<file path="config.mk">
export PLATFORM = sky130hd
export DESIGN_NAME = psa_mask_scatter_address_gen
export DESIGN_NICKNAME = d
export VERILOG_FILES = /design/src/rtl/psa_pkg.sv /design/src/rtl/psa_cfg.sv /design/src/rtl/psa_front.sv /design/src/rtl/psa_fifo.sv /design/src/rtl/psa_back.sv /design/src/rtl/psa_mask_scatter_address_gen.sv
export SDC_FILE = /design/constraint.sdc
export NUM_CORES = 2
export LEC_CHECK = 0
export ABC_AREA = 1
export BUFFER_PORTS_ARGS = -buffer_cell sky130_fd_sc_hd__buf_2
export CORE_MARGIN = 2
export CORE_UTILIZATION = 45
export DETAILED_ROUTE_END_ITERATION = 6
export PLACE_DENSITY = 0.7
export SETUP_SLACK_MARGIN = 0.02
export SYNTH_ARGS = -nofsm -noshare
export SYNTH_HDL_FRONTEND = slang
export SYNTH_SLANG_ARGS = --single-unit
</file>
<file path="constraint.sdc">
create_clock -name i_clk -period 40.6 [get_ports i_clk]
set_clock_uncertainty 0.05 [all_clocks]
set_input_delay 6.09 -clock i_clk [delete_from_list [all_inputs] [get_ports i_clk]]
set_output_delay 6.09 -clock i_clk [all_outputs]
set_load 0.01 [all_outputs]
</file>
<file path="src/rtl/psa_pkg.sv">
// shared types, register codes and size constants for the mask scatter address generator
package psa_pkg;

    localparam int NB_W       = 9;
    localparam int FS_W       = 8;
    localparam int MS_W       = 8;
    localparam int HM_W       = 7;
    localparam int VALUE_W    = 32;
    localparam int BADDR_W    = 36;
    localparam int MADDR_W    = 38;
    localparam int CFG_IDX_W  = 3;
    localparam int CFG_DATA_W = 9;

    localparam int DEF_MAX_FEATURE = 128;
    localparam int DEF_MAX_MASK    = 255;
    localparam int DEF_MAX_BATCH   = 256;
    localparam int QUEUE_DEPTH     = 4;

    typedef enum logic [CFG_IDX_W-1:0] {
        REG_BATCH_COUNT      = 3'd0,
        REG_FEATURE_HEIGHT   = 3'd1,
        REG_FEATURE_WIDTH    = 3'd2,
        REG_MASK_HEIGHT      = 3'd3,
        REG_MASK_WIDTH       = 3'd4,
        REG_HALF_MASK_HEIGHT = 3'd5,
        REG_HALF_MASK_WIDTH  = 3'd6,
        REG_LAYOUT_MODE      = 3'd7
    } t_reg_idx;

    // effective sizes after zero and saturation handling
    typedef struct packed {
        logic [NB_W-1:0] nb;
        logic [FS_W-1:0] fh;
        logic [FS_W-1:0] fw;
        logic [MS_W-1:0] mh;
        logic [MS_W-1:0] mw;
        logic [HM_W-1:0] hmh;
        logic [HM_W-1:0] hmw;
        logic            mode;
    } t_cfg;

    function automatic int cnt_w(input int maxv);
        return (maxv > 1) ? $clog2(maxv) : 1;
    endfunction

endpackage

</file>
<file path="src/rtl/psa_cfg.sv">
// configuration registers and effective size computation
module psa_cfg import psa_pkg::*; #(
    parameter int MAX_FEATURE = DEF_MAX_FEATURE,
    parameter int MAX_MASK    = DEF_MAX_MASK,
    parameter int MAX_BATCH   = DEF_MAX_BATCH
) (
    input  logic                  i_clk,
    input  logic                  i_rst_n,
    input  logic                  i_cfg_we,
    input  logic [CFG_IDX_W-1:0]  i_cfg_index,
    input  logic [CFG_DATA_W-1:0] i_cfg_data,
    output t_cfg                  o_cfg
);

    logic [NB_W-1:0] r_nb;
    logic [FS_W-1:0] r_fh;
    logic [FS_W-1:0] r_fw;
    logic [MS_W-1:0] r_mh;
    logic [MS_W-1:0] r_mw;
    logic [HM_W-1:0] r_hmh;
    logic [HM_W-1:0] r_hmw;
    logic            r_mode;

    function automatic logic [NB_W-1:0] sat(input logic [NB_W-1:0] v, input int maxv);
        logic [NB_W-1:0] res;
        res = v;
        if (v == '0) begin
            res = NB_W'(1);
        end else if (int'(v) > maxv) begin
            res = NB_W'(maxv);
        end
        return res;
    endfunction

    always_ff @(posedge i_clk) begin
        if (!i_rst_n) begin
            r_nb   <= NB_W'(1);
            r_fh   <= FS_W'(1);
            r_fw   <= FS_W'(1);
            r_mh   <= MS_W'(1);
            r_mw   <= MS_W'(1);
            r_hmh  <= '0;
            r_hmw  <= '0;
            r_mode <= 1'b0;
        end else if (i_cfg_we) begin
            case (t_reg_idx'(i_cfg_index))
                REG_BATCH_COUNT:      r_nb   <= i_cfg_data[NB_W-1:0];
                REG_FEATURE_HEIGHT:   r_fh   <= i_cfg_data[FS_W-1:0];
                REG_FEATURE_WIDTH:    r_fw   <= i_cfg_data[FS_W-1:0];
                REG_MASK_HEIGHT:      r_mh   <= i_cfg_data[MS_W-1:0];
                REG_MASK_WIDTH:       r_mw   <= i_cfg_data[MS_W-1:0];
                REG_HALF_MASK_HEIGHT: r_hmh  <= i_cfg_data[HM_W-1:0];
                REG_HALF_MASK_WIDTH:  r_hmw  <= i_cfg_data[HM_W-1:0];
                REG_LAYOUT_MODE:      r_mode <= i_cfg_data[0];
                default: ;
            endcase
        end
    end

    always_comb begin
        o_cfg.nb   = sat(r_nb, MAX_BATCH);
        o_cfg.fh   = FS_W'(sat(NB_W'(r_fh), MAX_FEATURE));
        o_cfg.fw   = FS_W'(sat(NB_W'(r_fw), MAX_FEATURE));
        o_cfg.mh   = MS_W'(sat(NB_W'(r_mh), MAX_MASK));
        o_cfg.mw   = MS_W'(sat(NB_W'(r_mw), MAX_MASK));
        o_cfg.hmh  = r_hmh;
        o_cfg.hmw  = r_hmw;
        o_cfg.mode = r_mode;
    end

endmodule

</file>
<file path="src/rtl/psa_front.sv">
// front end: position counters and feature map range check
module psa_front import psa_pkg::*; #(
    parameter int MAX_FEATURE = DEF_MAX_FEATURE,
    parameter int MAX_MASK    = DEF_MAX_MASK,
    parameter int MAX_BATCH   = DEF_MAX_BATCH,
    localparam int NCW = cnt_w(MAX_BATCH),
    localparam int MCW = cnt_w(MAX_MASK),
    localparam int FCW = cnt_w(MAX_FEATURE)
) (
    input  logic               i_clk,
    input  logic               i_rst_n,
    input  t_cfg               i_cfg,
    input  logic               i_valid,
    output logic               o_stall,
    input  logic [VALUE_W-1:0] i_value,
    input  logic               i_q_full,
    output logic               o_push,
    output logic [VALUE_W-1:0] o_value,
    output logic [NCW-1:0]     o_n,
    output logic [MCW-1:0]     o_mrow,
    output logic [MCW-1:0]     o_mcol,
    output logic [FCW-1:0]     o_h,
    output logic [FCW-1:0]     o_w,
    output logic [FS_W-1:0]    o_fr,
    output logic [FS_W-1:0]    o_fc
);

    localparam int MX1 = (NCW > MCW) ? NCW : MCW;
    localparam int MX2 = (MX1 > FCW) ? MX1 : FCW;
    localparam int SW  = ((MX2 > NB_W) ? MX2 : NB_W) + 1;
    localparam int MX3 = (MCW > FCW) ? MCW : FCW;
    localparam int DW  = ((MX3 > FS_W) ? MX3 : FS_W) + 2;

    logic [NCW-1:0] r_n,    n_n;
    logic [MCW-1:0] r_mrow, n_mrow;
    logic [MCW-1:0] r_mcol, n_mcol;
    logic [FCW-1:0] r_h,    n_h;
    logic [FCW-1:0] r_w,    n_w;

    logic          accept;
    logic          w_last, h_last, mc_last, mr_last, n_last;
    logic [DW-1:0] fr_s, fc_s;
    logic          in_map;

    assign accept = i_valid && !i_q_full;
    assign o_stall = i_q_full;

    // shifted position, negative values compare as huge
    assign fr_s   = DW'(r_mrow) + DW'(r_h) - DW'(i_cfg.hmh);
    assign fc_s   = DW'(r_mcol) + DW'(r_w) - DW'(i_cfg.hmw);
    assign in_map = (fr_s < DW'(i_cfg.fh)) && (fc_s < DW'(i_cfg.fw));

    assign o_push  = accept && in_map;
    assign o_value = i_value;
    assign o_n     = r_n;
    assign o_mrow  = r_mrow;
    assign o_mcol  = r_mcol;
    assign o_h     = r_h;
    assign o_w     = r_w;
    assign o_fr    = fr_s[FS_W-1:0];
    assign o_fc    = fc_s[FS_W-1:0];

    assign w_last  = !((SW'(r_w) + SW'(1)) < SW'(i_cfg.fw));
    assign h_last  = !((SW'(r_h) + SW'(1)) < SW'(i_cfg.fh));
    assign mc_last = !((SW'(r_mcol) + SW'(1)) < SW'(i_cfg.mw));
    assign mr_last = !((SW'(r_mrow) + SW'(1)) < SW'(i_cfg.mh));
    assign n_last  = !((SW'(r_n) + SW'(1)) < SW'(i_cfg.nb));

    always_comb begin
        n_w    = w_last ? '0 : r_w + FCW'(1);
        n_h    = r_h;
        n_mcol = r_mcol;
        n_mrow = r_mrow;
        n_n    = r_n;
        if (w_last) begin
            n_h = h_last ? '0 : r_h + FCW'(1);
            if (h_last) begin
                n_mcol = mc_last ? '0 : r_mcol + MCW'(1);
                if (mc_last) begin
                    n_mrow = mr_last ? '0 : r_mrow + MCW'(1);
                    if (mr_last) begin
                        n_n = n_last ? '0 : r_n + NCW'(1);
                    end
                end
            end
        end
    end

    always_ff @(posedge i_clk) begin
        if (!i_rst_n) begin
            r_n    <= '0;
            r_mrow <= '0;
            r_mcol <= '0;
            r_h    <= '0;
            r_w    <= '0;
        end else if (accept) begin
            r_n    <= n_n;
            r_mrow <= n_mrow;
            r_mcol <= n_mcol;
            r_h    <= n_h;
            r_w    <= n_w;
        end
    end

endmodule

</file>
<file path="src/rtl/psa_fifo.sv">
// short request queue between front end and address pipeline
module psa_fifo import psa_pkg::*; #(
    parameter int WIDTH = 1,
    parameter int DEPTH = QUEUE_DEPTH
) (
    input  logic             i_clk,
    input  logic             i_rst_n,
    input  logic             i_push,
    input  logic [WIDTH-1:0] i_data,
    output logic             o_full,
    input  logic             i_pop,
    output logic             o_valid,
    output logic [WIDTH-1:0] o_data
);

    localparam int PW = cnt_w(DEPTH);
    localparam int CW = $clog2(DEPTH + 1);

    logic [WIDTH-1:0] r_mem [DEPTH];
    logic [PW-1:0]    r_wr_ptr;
    logic [PW-1:0]    r_rd_ptr;
    logic [CW-1:0]    r_count;

    assign o_full  = (r_count == CW'(DEPTH));
    assign o_valid = (r_count != '0);
    assign o_data  = r_mem[r_rd_ptr];

    always_ff @(posedge i_clk) begin
        if (i_push) begin
            r_mem[r_wr_ptr] <= i_data;
        end
    end

    always_ff @(posedge i_clk) begin
        if (!i_rst_n) begin
            r_wr_ptr <= '0;
            r_rd_ptr <= '0;
            r_count  <= '0;
        end else begin
            if (i_push) begin
                r_wr_ptr <= (r_wr_ptr == PW'(DEPTH - 1)) ? '0 : r_wr_ptr + PW'(1);
            end
            if (i_pop) begin
                r_rd_ptr <= (r_rd_ptr == PW'(DEPTH - 1)) ? '0 : r_rd_ptr + PW'(1);
            end
            if (i_push && !i_pop) begin
                r_count <= r_count + CW'(1);
            end else if (i_pop && !i_push) begin
                r_count <= r_count - CW'(1);
            end
        end
    end

`ifndef NO_ASSERTIONS
    a_no_push_full: assert property (@(posedge i_clk) disable iff (!i_rst_n)
        i_push |-> !o_full) else $error("queue written while full");

    a_no_pop_empty: assert property (@(posedge i_clk) disable iff (!i_rst_n)
        i_pop |-> o_valid) else $error("queue read while empty");

    a_count_up: assert property (@(posedge i_clk) disable iff (!i_rst_n)
        (i_push && !i_pop) |=> (r_count == $past(r_count) + CW'(1)))
        else $error("queue count lost a request");
`endif

endmodule

</file>
<file path="src/rtl/psa_back.sv">
// back end: pipelined buffer and mask address arithmetic with output register
module psa_back import psa_pkg::*; #(
    parameter int MAX_FEATURE = DEF_MAX_FEATURE,
    parameter int MAX_MASK    = DEF_MAX_MASK,
    parameter int MAX_BATCH   = DEF_MAX_BATCH,
    localparam int NCW = cnt_w(MAX_BATCH),
    localparam int MCW = cnt_w(MAX_MASK),
    localparam int FCW = cnt_w(MAX_FEATURE)
) (
    input  logic               i_clk,
    input  logic               i_rst_n,
    input  t_cfg               i_cfg,
    input  logic               i_q_valid,
    output logic               o_q_pop,
    input  logic [VALUE_W-1:0] i_value,
    input  logic [NCW-1:0]     i_n,
    input  logic [MCW-1:0]     i_mrow,
    input  logic [MCW-1:0]     i_mcol,
    input  logic [FCW-1:0]     i_h,
    input  logic [FCW-1:0]     i_w,
    input  logic [FS_W-1:0]    i_fr,
    input  logic [FS_W-1:0]    i_fc,
    output logic               o_valid,
    input  logic               i_stall,
    output logic [VALUE_W-1:0] o_value_out,
    output logic [BADDR_W-1:0] o_buffer_address,
    output logic [MADDR_W-1:0] o_mask_address
);

    localparam int NSTG  = 7;
    localparam int AREAW = 2 * FS_W;
    localparam int MMW   = 2 * MS_W;
    localparam int QAW   = FCW + FS_W;
    localparam int QW    = QAW + 1;
    localparam int PW    = 2 * FS_W;
    localparam int RMW   = MCW + MS_W;
    localparam int RM2W  = RMW + 1;
    localparam int NAW   = NCW + AREAW;
    localparam int NMW   = NCW + MMW;
    localparam int SELW  = (QW > PW) ? QW : PW;
    localparam int TWF   = ((NAW > SELW) ? NAW : SELW) + 1;
    localparam int TW    = (TWF < BADDR_W) ? TWF : BADDR_W;
    localparam int MAF   = ((NMW > RM2W) ? NMW : RM2W) + 1;
    localparam int MA1W  = (MAF < MADDR_W) ? MAF : MADDR_W;
    localparam int BPW   = (TW + AREAW > BADDR_W) ? TW + AREAW : BADDR_W;
    localparam int MPW   = (MA1W + FS_W > MADDR_W) ? MA1W + FS_W : MADDR_W;
    localparam int M4W   = MADDR_W + FS_W;

    logic [NSTG-1:0] r_vld;
    logic            en;

    // stage 1
    logic [VALUE_W-1:0] r1_value;
    logic [NCW-1:0]     r1_n;
    logic [MCW-1:0]     r1_mcol;
    logic [FCW-1:0]     r1_h, r1_w;
    logic [FS_W-1:0]    r1_fc;
    logic [AREAW-1:0]   r1_area;
    logic [MMW-1:0]     r1_mm;
    logic [QAW-1:0]     r1_qa;
    logic [PW-1:0]      r1_pa;
    logic [RMW-1:0]     r1_rm;
    // stage 2
    logic [VALUE_W-1:0] r2_value;
    logic [FCW-1:0]     r2_h, r2_w;
    logic [AREAW-1:0]   r2_area;
    logic [NAW-1:0]     r2_na;
    logic [NMW-1:0]     r2_nm;
    logic [QW-1:0]      r2_q;
    logic [PW-1:0]      r2_p;
    logic [RM2W-1:0]    r2_rm;
    // stage 3
    logic [VALUE_W-1:0] r3_value;
    logic [FCW-1:0]     r3_h, r3_w;
    logic [AREAW-1:0]   r3_area;
    logic [TW-1:0]      r3_t;
    logic [SELW-1:0]    r3_o;
    logic [MA1W-1:0]    r3_ma1;
    // stage 4
    logic [VALUE_W-1:0] r4_value;
    logic [FCW-1:0]     r4_h, r4_w;
    logic [BADDR_W-1:0] r4_b;
    logic [SELW-1:0]    r4_o;
    logic [MADDR_W-1:0] r4_ma2;
    // stage 5
    logic [VALUE_W-1:0] r5_value;
    logic [FCW-1:0]     r5_w;
    logic [BADDR_W-1:0] r5_b;
    logic [MADDR_W-1:0] r5_ma3;
    // stage 6
    logic [VALUE_W-1:0] r6_value;
    logic [FCW-1:0]     r6_w;
    logic [BADDR_W-1:0] r6_b;
    logic [MADDR_W-1:0] r6_ma4;
    // output register
    logic [VALUE_W-1:0] r7_value;
    logic [BADDR_W-1:0] r7_b;
    logic [MADDR_W-1:0] r7_ma;

    logic [BPW-1:0]  b_prod;
    logic [MPW-1:0]  ma2_prod;
    logic [M4W-1:0]  ma4_prod;
    logic [SELW-1:0] q_ext, p_ext;

    assign en      = !r_vld[NSTG-1] || !i_stall;
    assign o_q_pop = en && i_q_valid;
    assign o_valid = r_vld[NSTG-1];

    assign q_ext    = SELW'(r2_q);
    assign p_ext    = SELW'(r2_p);
    assign b_prod   = BPW'(r3_t) * BPW'(r3_area);
    assign ma2_prod = MPW'(r3_ma1) * MPW'(i_cfg.fh);
    assign ma4_prod = M4W'(r5_ma3) * M4W'(i_cfg.fw);

    always_ff @(posedge i_clk) begin
        if (!i_rst_n) begin
            r_vld <= '0;
        end else if (en) begin
            r_vld <= {r_vld[NSTG-2:0], i_q_valid};
        end
    end

    always_ff @(posedge i_clk) begin
        if (en) begin
            r1_value <= i_value;
            r1_n     <= i_n;
            r1_mcol  <= i_mcol;
            r1_h     <= i_h;
            r1_w     <= i_w;
            r1_fc    <= i_fc;
            r1_area  <= AREAW'(i_cfg.fh) * AREAW'(i_cfg.fw);
            r1_mm    <= MMW'(i_cfg.mh) * MMW'(i_cfg.mw);
            r1_qa    <= QAW'(i_h) * QAW'(i_cfg.fw);
            r1_pa    <= PW'(i_fr) * PW'(i_cfg.fw);
            r1_rm    <= RMW'(i_mrow) * RMW'(i_cfg.mw);

            r2_value <= r1_value;
            r2_h     <= r1_h;
            r2_w     <= r1_w;
            r2_area  <= r1_area;
            r2_na    <= NAW'(r1_n) * NAW'(r1_area);
            r2_nm    <= NMW'(r1_n) * NMW'(r1_mm);
            r2_q     <= QW'(r1_qa) + QW'(r1_w);
            r2_p     <= r1_pa + PW'(r1_fc);
            r2_rm    <= RM2W'(r1_rm) + RM2W'(r1_mcol);

            r3_value <= r2_value;
            r3_h     <= r2_h;
            r3_w     <= r2_w;
            r3_area  <= r2_area;
            r3_t     <= TW'(r2_na) + TW'(i_cfg.mode ? q_ext : p_ext);
            r3_o     <= i_cfg.mode ? p_ext : q_ext;
            r3_ma1   <= MA1W'(r2_nm) + MA1W'(r2_rm);

            r4_value <= r3_value;
            r4_h     <= r3_h;
            r4_w     <= r3_w;
            r4_b     <= b_prod[BADDR_W-1:0];
            r4_o     <= r3_o;
            r4_ma2   <= ma2_prod[MADDR_W-1:0];

            r5_value <= r4_value;
            r5_w     <= r4_w;
            r5_b     <= r4_b + BADDR_W'(r4_o);
            r5_ma3   <= r4_ma2 + MADDR_W'(r4_h);

            r6_value <= r5_value;
            r6_w     <= r5_w;
            r6_b     <= r5_b;
            r6_ma4   <= ma4_prod[MADDR_W-1:0];

            r7_value <= r6_value;
            r7_b     <= r6_b;
            r7_ma    <= r6_ma4 + MADDR_W'(r6_w);
        end
    end

    assign o_value_out      = r7_value;
    assign o_buffer_address = r7_b;
    assign o_mask_address   = r7_ma;

endmodule

</file>
<file path="src/rtl/psa_mask_scatter_address_gen.sv">
// Mask scatter address generator top level. Mask elements stream in with feature column
// fastest, then feature row, mask column, mask row and batch; the front end tracks that
// position, drops elements whose shifted position falls outside the feature map and queues
// the rest in a four-entry request queue. The back end is a seven-stage multiply/add pipeline
// that forms the buffer address (collect or distribute layout) and the mask address, ending
// in the output register. One element is taken per clock cycle while the output is not
// stalled; a stalled result freezes the pipeline, the queue fills up to four requests and
// then the input stalls, for elements outside the map as well. An accepted element is held
// in the queue and then passes the six pipeline stages ahead of the output register.
// Configuration writes take effect at once and keep the position counters; write them only
// while no request is in flight.
module psa_mask_scatter_address_gen import psa_pkg::*; #(
    parameter int MAX_FEATURE = DEF_MAX_FEATURE,
    parameter int MAX_MASK    = DEF_MAX_MASK,
    parameter int MAX_BATCH   = DEF_MAX_BATCH
) (
    input  logic                  i_clk,
    input  logic                  i_rst_n,
    input  logic                  i_cfg_we,
    input  logic [CFG_IDX_W-1:0]  i_cfg_index,
    input  logic [CFG_DATA_W-1:0] i_cfg_data,
    input  logic                  i_valid,
    output logic                  o_stall,
    input  logic [VALUE_W-1:0]    i_value,
    output logic                  o_valid,
    input  logic                  i_stall,
    output logic [VALUE_W-1:0]    o_value_out,
    output logic [BADDR_W-1:0]    o_buffer_address,
    output logic [MADDR_W-1:0]    o_mask_address
);

    localparam int NCW = cnt_w(MAX_BATCH);
    localparam int MCW = cnt_w(MAX_MASK);
    localparam int FCW = cnt_w(MAX_FEATURE);
    localparam int EW  = VALUE_W + NCW + 2 * MCW + 2 * FCW + 2 * FS_W;

    t_cfg cfg;

    logic               q_push, q_full, q_pop, q_valid;
    logic [EW-1:0]      q_wdata, q_rdata;

    logic [VALUE_W-1:0] f_value, b_value;
    logic [NCW-1:0]     f_n, b_n;
    logic [MCW-1:0]     f_mrow, b_mrow, f_mcol, b_mcol;
    logic [FCW-1:0]     f_h, b_h, f_w, b_w;
    logic [FS_W-1:0]    f_fr, b_fr, f_fc, b_fc;

    psa_cfg #(
        .MAX_FEATURE (MAX_FEATURE),
        .MAX_MASK    (MAX_MASK),
        .MAX_BATCH   (MAX_BATCH)
    ) u_cfg (
        .i_clk       (i_clk),
        .i_rst_n     (i_rst_n),
        .i_cfg_we    (i_cfg_we),
        .i_cfg_index (i_cfg_index),
        .i_cfg_data  (i_cfg_data),
        .o_cfg       (cfg)
    );

    psa_front #(
        .MAX_FEATURE (MAX_FEATURE),
        .MAX_MASK    (MAX_MASK),
        .MAX_BATCH   (MAX_BATCH)
    ) u_front (
        .i_clk    (i_clk),
        .i_rst_n  (i_rst_n),
        .i_cfg    (cfg),
        .i_valid  (i_valid),
        .o_stall  (o_stall),
        .i_value  (i_value),
        .i_q_full (q_full),
        .o_push   (q_push),
        .o_value  (f_value),
        .o_n      (f_n),
        .o_mrow   (f_mrow),
        .o_mcol   (f_mcol),
        .o_h      (f_h),
        .o_w      (f_w),
        .o_fr     (f_fr),
        .o_fc     (f_fc)
    );

    assign q_wdata = {f_value, f_n, f_mrow, f_mcol, f_h, f_w, f_fr, f_fc};

    psa_fifo #(
        .WIDTH (EW),
        .DEPTH (QUEUE_DEPTH)
    ) u_fifo (
        .i_clk   (i_clk),
        .i_rst_n (i_rst_n),
        .i_push  (q_push),
        .i_data  (q_wdata),
        .o_full  (q_full),
        .i_pop   (q_pop),
        .o_valid (q_valid),
        .o_data  (q_rdata)
    );

    assign {b_value, b_n, b_mrow, b_mcol, b_h, b_w, b_fr, b_fc} = q_rdata;

    psa_back #(
        .MAX_FEATURE (MAX_FEATURE),
        .MAX_MASK    (MAX_MASK),
        .MAX_BATCH   (MAX_BATCH)
    ) u_back (
        .i_clk            (i_clk),
        .i_rst_n          (i_rst_n),
        .i_cfg            (cfg),
        .i_q_valid        (q_valid),
        .o_q_pop          (q_pop),
        .i_value          (b_value),
        .i_n              (b_n),
        .i_mrow           (b_mrow),
        .i_mcol           (b_mcol),
        .i_h              (b_h),
        .i_w              (b_w),
        .i_fr             (b_fr),
        .i_fc             (b_fc),
        .o_valid          (o_valid),
        .i_stall          (i_stall),
        .o_value_out      (o_value_out),
        .o_buffer_address (o_buffer_address),
        .o_mask_address   (o_mask_address)
    );

endmodule

</file>
==> qor.csv <==
stage,metric,value,unit
setup_path,Crit path arrival time,10.90,ns
cells_and_area,area grow syn2layout,8.42,%
detailed_routing,post-route ant nets,0,
clock_network,Clock Tree Root,clkbuf_16,
clock_network,"Reg clk slew, reported paths",0.06,ns
logic_synthesis,most common flop cell mapped by yosys,edfxtp_1,
setup_path,worst reg-to-reg setup slack,33.19,ns
die,DIE HEIGHT,472,µm
power,Power Dens Cells,55.7,mW/mm²
die,Ports,157,
logic_synthesis,Synth warnings,0,
detailed_routing,drt initial violations,4958,
place,GPL Wtd Cong,0.904,
power,Peak VDD IR,0.0000411,V
detailed_routing,vias per cell,5.15,
logic_synthesis,cells after synthesis,9989,
min_path,Hold Path Stages,0,
logic_synthesis,largest area contributor in the netlist,edfxtp_1,
setup_path,Required @ worst endpoint,40.94,ns
clock_network,Bufs on Longest Clock Path,3,
sta,setup TNS,0,ns
power,Pint,3.61,mW
power,Comb power frac,0.385,
place,hpwl dp,170000,µm
power,power share of the clock group,0.215,
grt,first-pass GRT wire length,364000,µm
die,Core Region,0.217,mm²
clock_network,Hold Buf Count CTS,0,
grt,initial antenna violation count,5,
clock_network,htree depth,4,
setup_path,critical path startpoint category,primary input,
cells_and_area,share of cells above drive strength 1,0.0492,
sta,max-slew violation count,0,
logic_synthesis,Unique masters post-synth,69,
sta,Max Freq,0.0947,GHz
die,Die ar.,0.222,mm²
clock_network,CTS Sinks,1349,
sta,Slew headroom,0.207,
logic_synthesis,number of synthesized flops with an enable pin,1239,
setup_path,RR Startpoint,u_cfg.r_fw[7],
setup_path,crit path max fanout,82,
logic_synthesis,top post-synthesis cells by count,"1984 x inv_1, 1881 x nand2_1, 1239 x edfxtp_1",
setup_path,r2r endpoint,u_back.r6_ma4[30],
die,Rows,171,
die,Initial Util,0.453,
logic_synthesis,synth top area cells,"edfxtp_1 38%, fa_1 20%, ha_1 8.0%, inv_1 7.6%, nand2_1 7.2%",
logic_synthesis,register bit total from synthesis,1349,
die,Die X,472,µm
detailed_routing,Post-route DRC,0,
grt,pin count of the biggest net entering global routing,177,
outcome,outcome,finished clean,
clock_network,postcts setup bufs,0,
logic_synthesis,Post-Synthesis Cell Area,0.0984,mm²
clock_network,total CTS buffers,140,
grt,number of global-route vias before repair,69440,
power,share of power burned in registers,0.400,
detailed_routing,routed vias,67030,
logic_synthesis,ys async rst share,0,
logic_synthesis,Syn Nets,11658,
flow_run,maxcap violations,0,
sta,"Hold Vio Cnt, Final",0,
clock_network,CTS tree,built,
clock_network,clock latency on the worst-skew pair,0.81,ns
setup_path,R2R depth,22,
detailed_routing,WL/cell,17.4,µm
setup_path,crit path kind,in -> reg,
min_path,HP Start,u_back.r5_b[7],
grt,GRT Util Overall,0.204,
power,Pleak,50.4,nW
sta,# setup viols final,0,
grt,grt ovf,0,
sta,Slew @ Worst Pin,1.19,ns
min_path,Worst Hold Endpoint,u_back.r6_b[7],
sta,Final period util,0.260,
place,Post-DP Area,0.102,mm²
sta,Tmin final,10.56,ns
clock_network,Resized Gates After CTS,0,
power,sw frac,0.392,
cells_and_area,Final Cell Area,0.107,mm²
logic_synthesis,syn_area_per_cell,9.85,µm²
setup_path,CP endpoint kind,register,
detailed_routing,final wirelength,226000,µm
sta,unrepaired setup endpoints after global routing,false,
place,# port buffers,156,
detailed_routing,drt first pass iters,7,
power,switching power,2.33,mW
logic_synthesis,"Seq/Total Area, Yosys",0.401,
cells_and_area,fin nets,11705,
logic_synthesis,share of the synthesized area in the top cell type,0.378,
logic_synthesis,dominant cell by count in the synthesized netlist,inv_1,
min_path,worst hold path class,reg -> reg,
logic make-up after synthesis:
logic type               share of synthesized area
AND/OR/NAND/NOR                              0.133
buffers and inverters                       0.0894
adder cells (fa/ha/maj)                      0.282
flip-flops                                   0.401
AO/OA/AOI/OAI                               0.0571
XOR/XNOR                                    0.0378
layout make-up:
class	instances	area, µm²
fillers	19341	111000
well taps	2854	3570
diodes	5	12.5
clock inverters	83	978
repair buffers	213	1220
multi-input cells	6317	50200
flip-flops and latches	1349	39400
clock buffers	174	3680
inverters	2015	7570
metrics by stage:
stage	std cells	setup slack (ns)	power [mW]	hold WS, ns	utilization
3_3_place_gp	12748	29.39	4.58	0.350	0.470
2_1_floorplan	9989	9.75	3.94	0.350	-
5_1_grt	13008	29.64	6.37	0.349	0.491
4_1_cts	13005	30.03	5.97	0.343	0.491
6_report	13010	30.04	5.94	0.352	0.491
3_5_place_dp	12748	29.20	4.67	0.355	0.470
layer usage:
layer,track usage,part of all wire
met5,0,0
met4,0.0738,0.035
met3,0.0301,0.058
met2,0.349,0.49
met1,0.264,0.42
power groups by stage:
stage	clock [mW]	sequential, mW	combinational [mW]
floorplan	0	2.26	1.68
global placement	0	2.39	2.20
detailed placement	0	2.41	2.27
CTS	1.31	2.38	2.28
global route	1.36	2.42	2.59
finish	1.28	2.38	2.28
worst max path at each step:
| stage | startpoint | endpoint | cells after the start |
|---|---|---|---|
| CTS | i_stall | u_back.r4_ma2[19] | 7 |
| finish | i_stall | u_back.r4_ma2[19] | 7 |
| global placement | i_stall | u_back.r2_h[0] | 7 |
| floorplan | i_stall | u_fifo.r_count[2] | 7 |
| detailed placement | i_stall | u_back.r3_h[3] | 7 |
| global route | i_stall | u_back.r1_qa[4] | 7 |
layout by cell type, fill, tap and decap left out, types with 141 or more instances in the layout:
cell type and count:
nand2_1 1880, edfxtp_1 1239, fa_1 991, a21oi_1 383, clkbuf_16 141, nand3_1 219, buf_2 156, o21ai_0 345
inv_1 1983, nor2_1 947, xnor2_1 141, xor2_1 284, ha_1 629
critical path, stage by stage:
cell and delay, ns:
buf_2 0.12, nand2_4 0.59, buf_4 0.88, buf_4 0.89, buf_4 0.73, buf_4 0.67, buf_4 0.71
sequential cells by signal (all words and copies together) (netlist names), 33 cells and up, named ones only:
signal and flops:
u_fifo.r_mem 344, u_back.o_mask_address 38, u_back.r6_ma4 38, u_back.o_buffer_address 36, u_back.r4_b 36, u_back.r5_b 36, u_back.r6_b 36, u_back.r5_ma3 34
u_back.r4_ma2 33
Note: power is estimated with default switching activity, not from simulation.
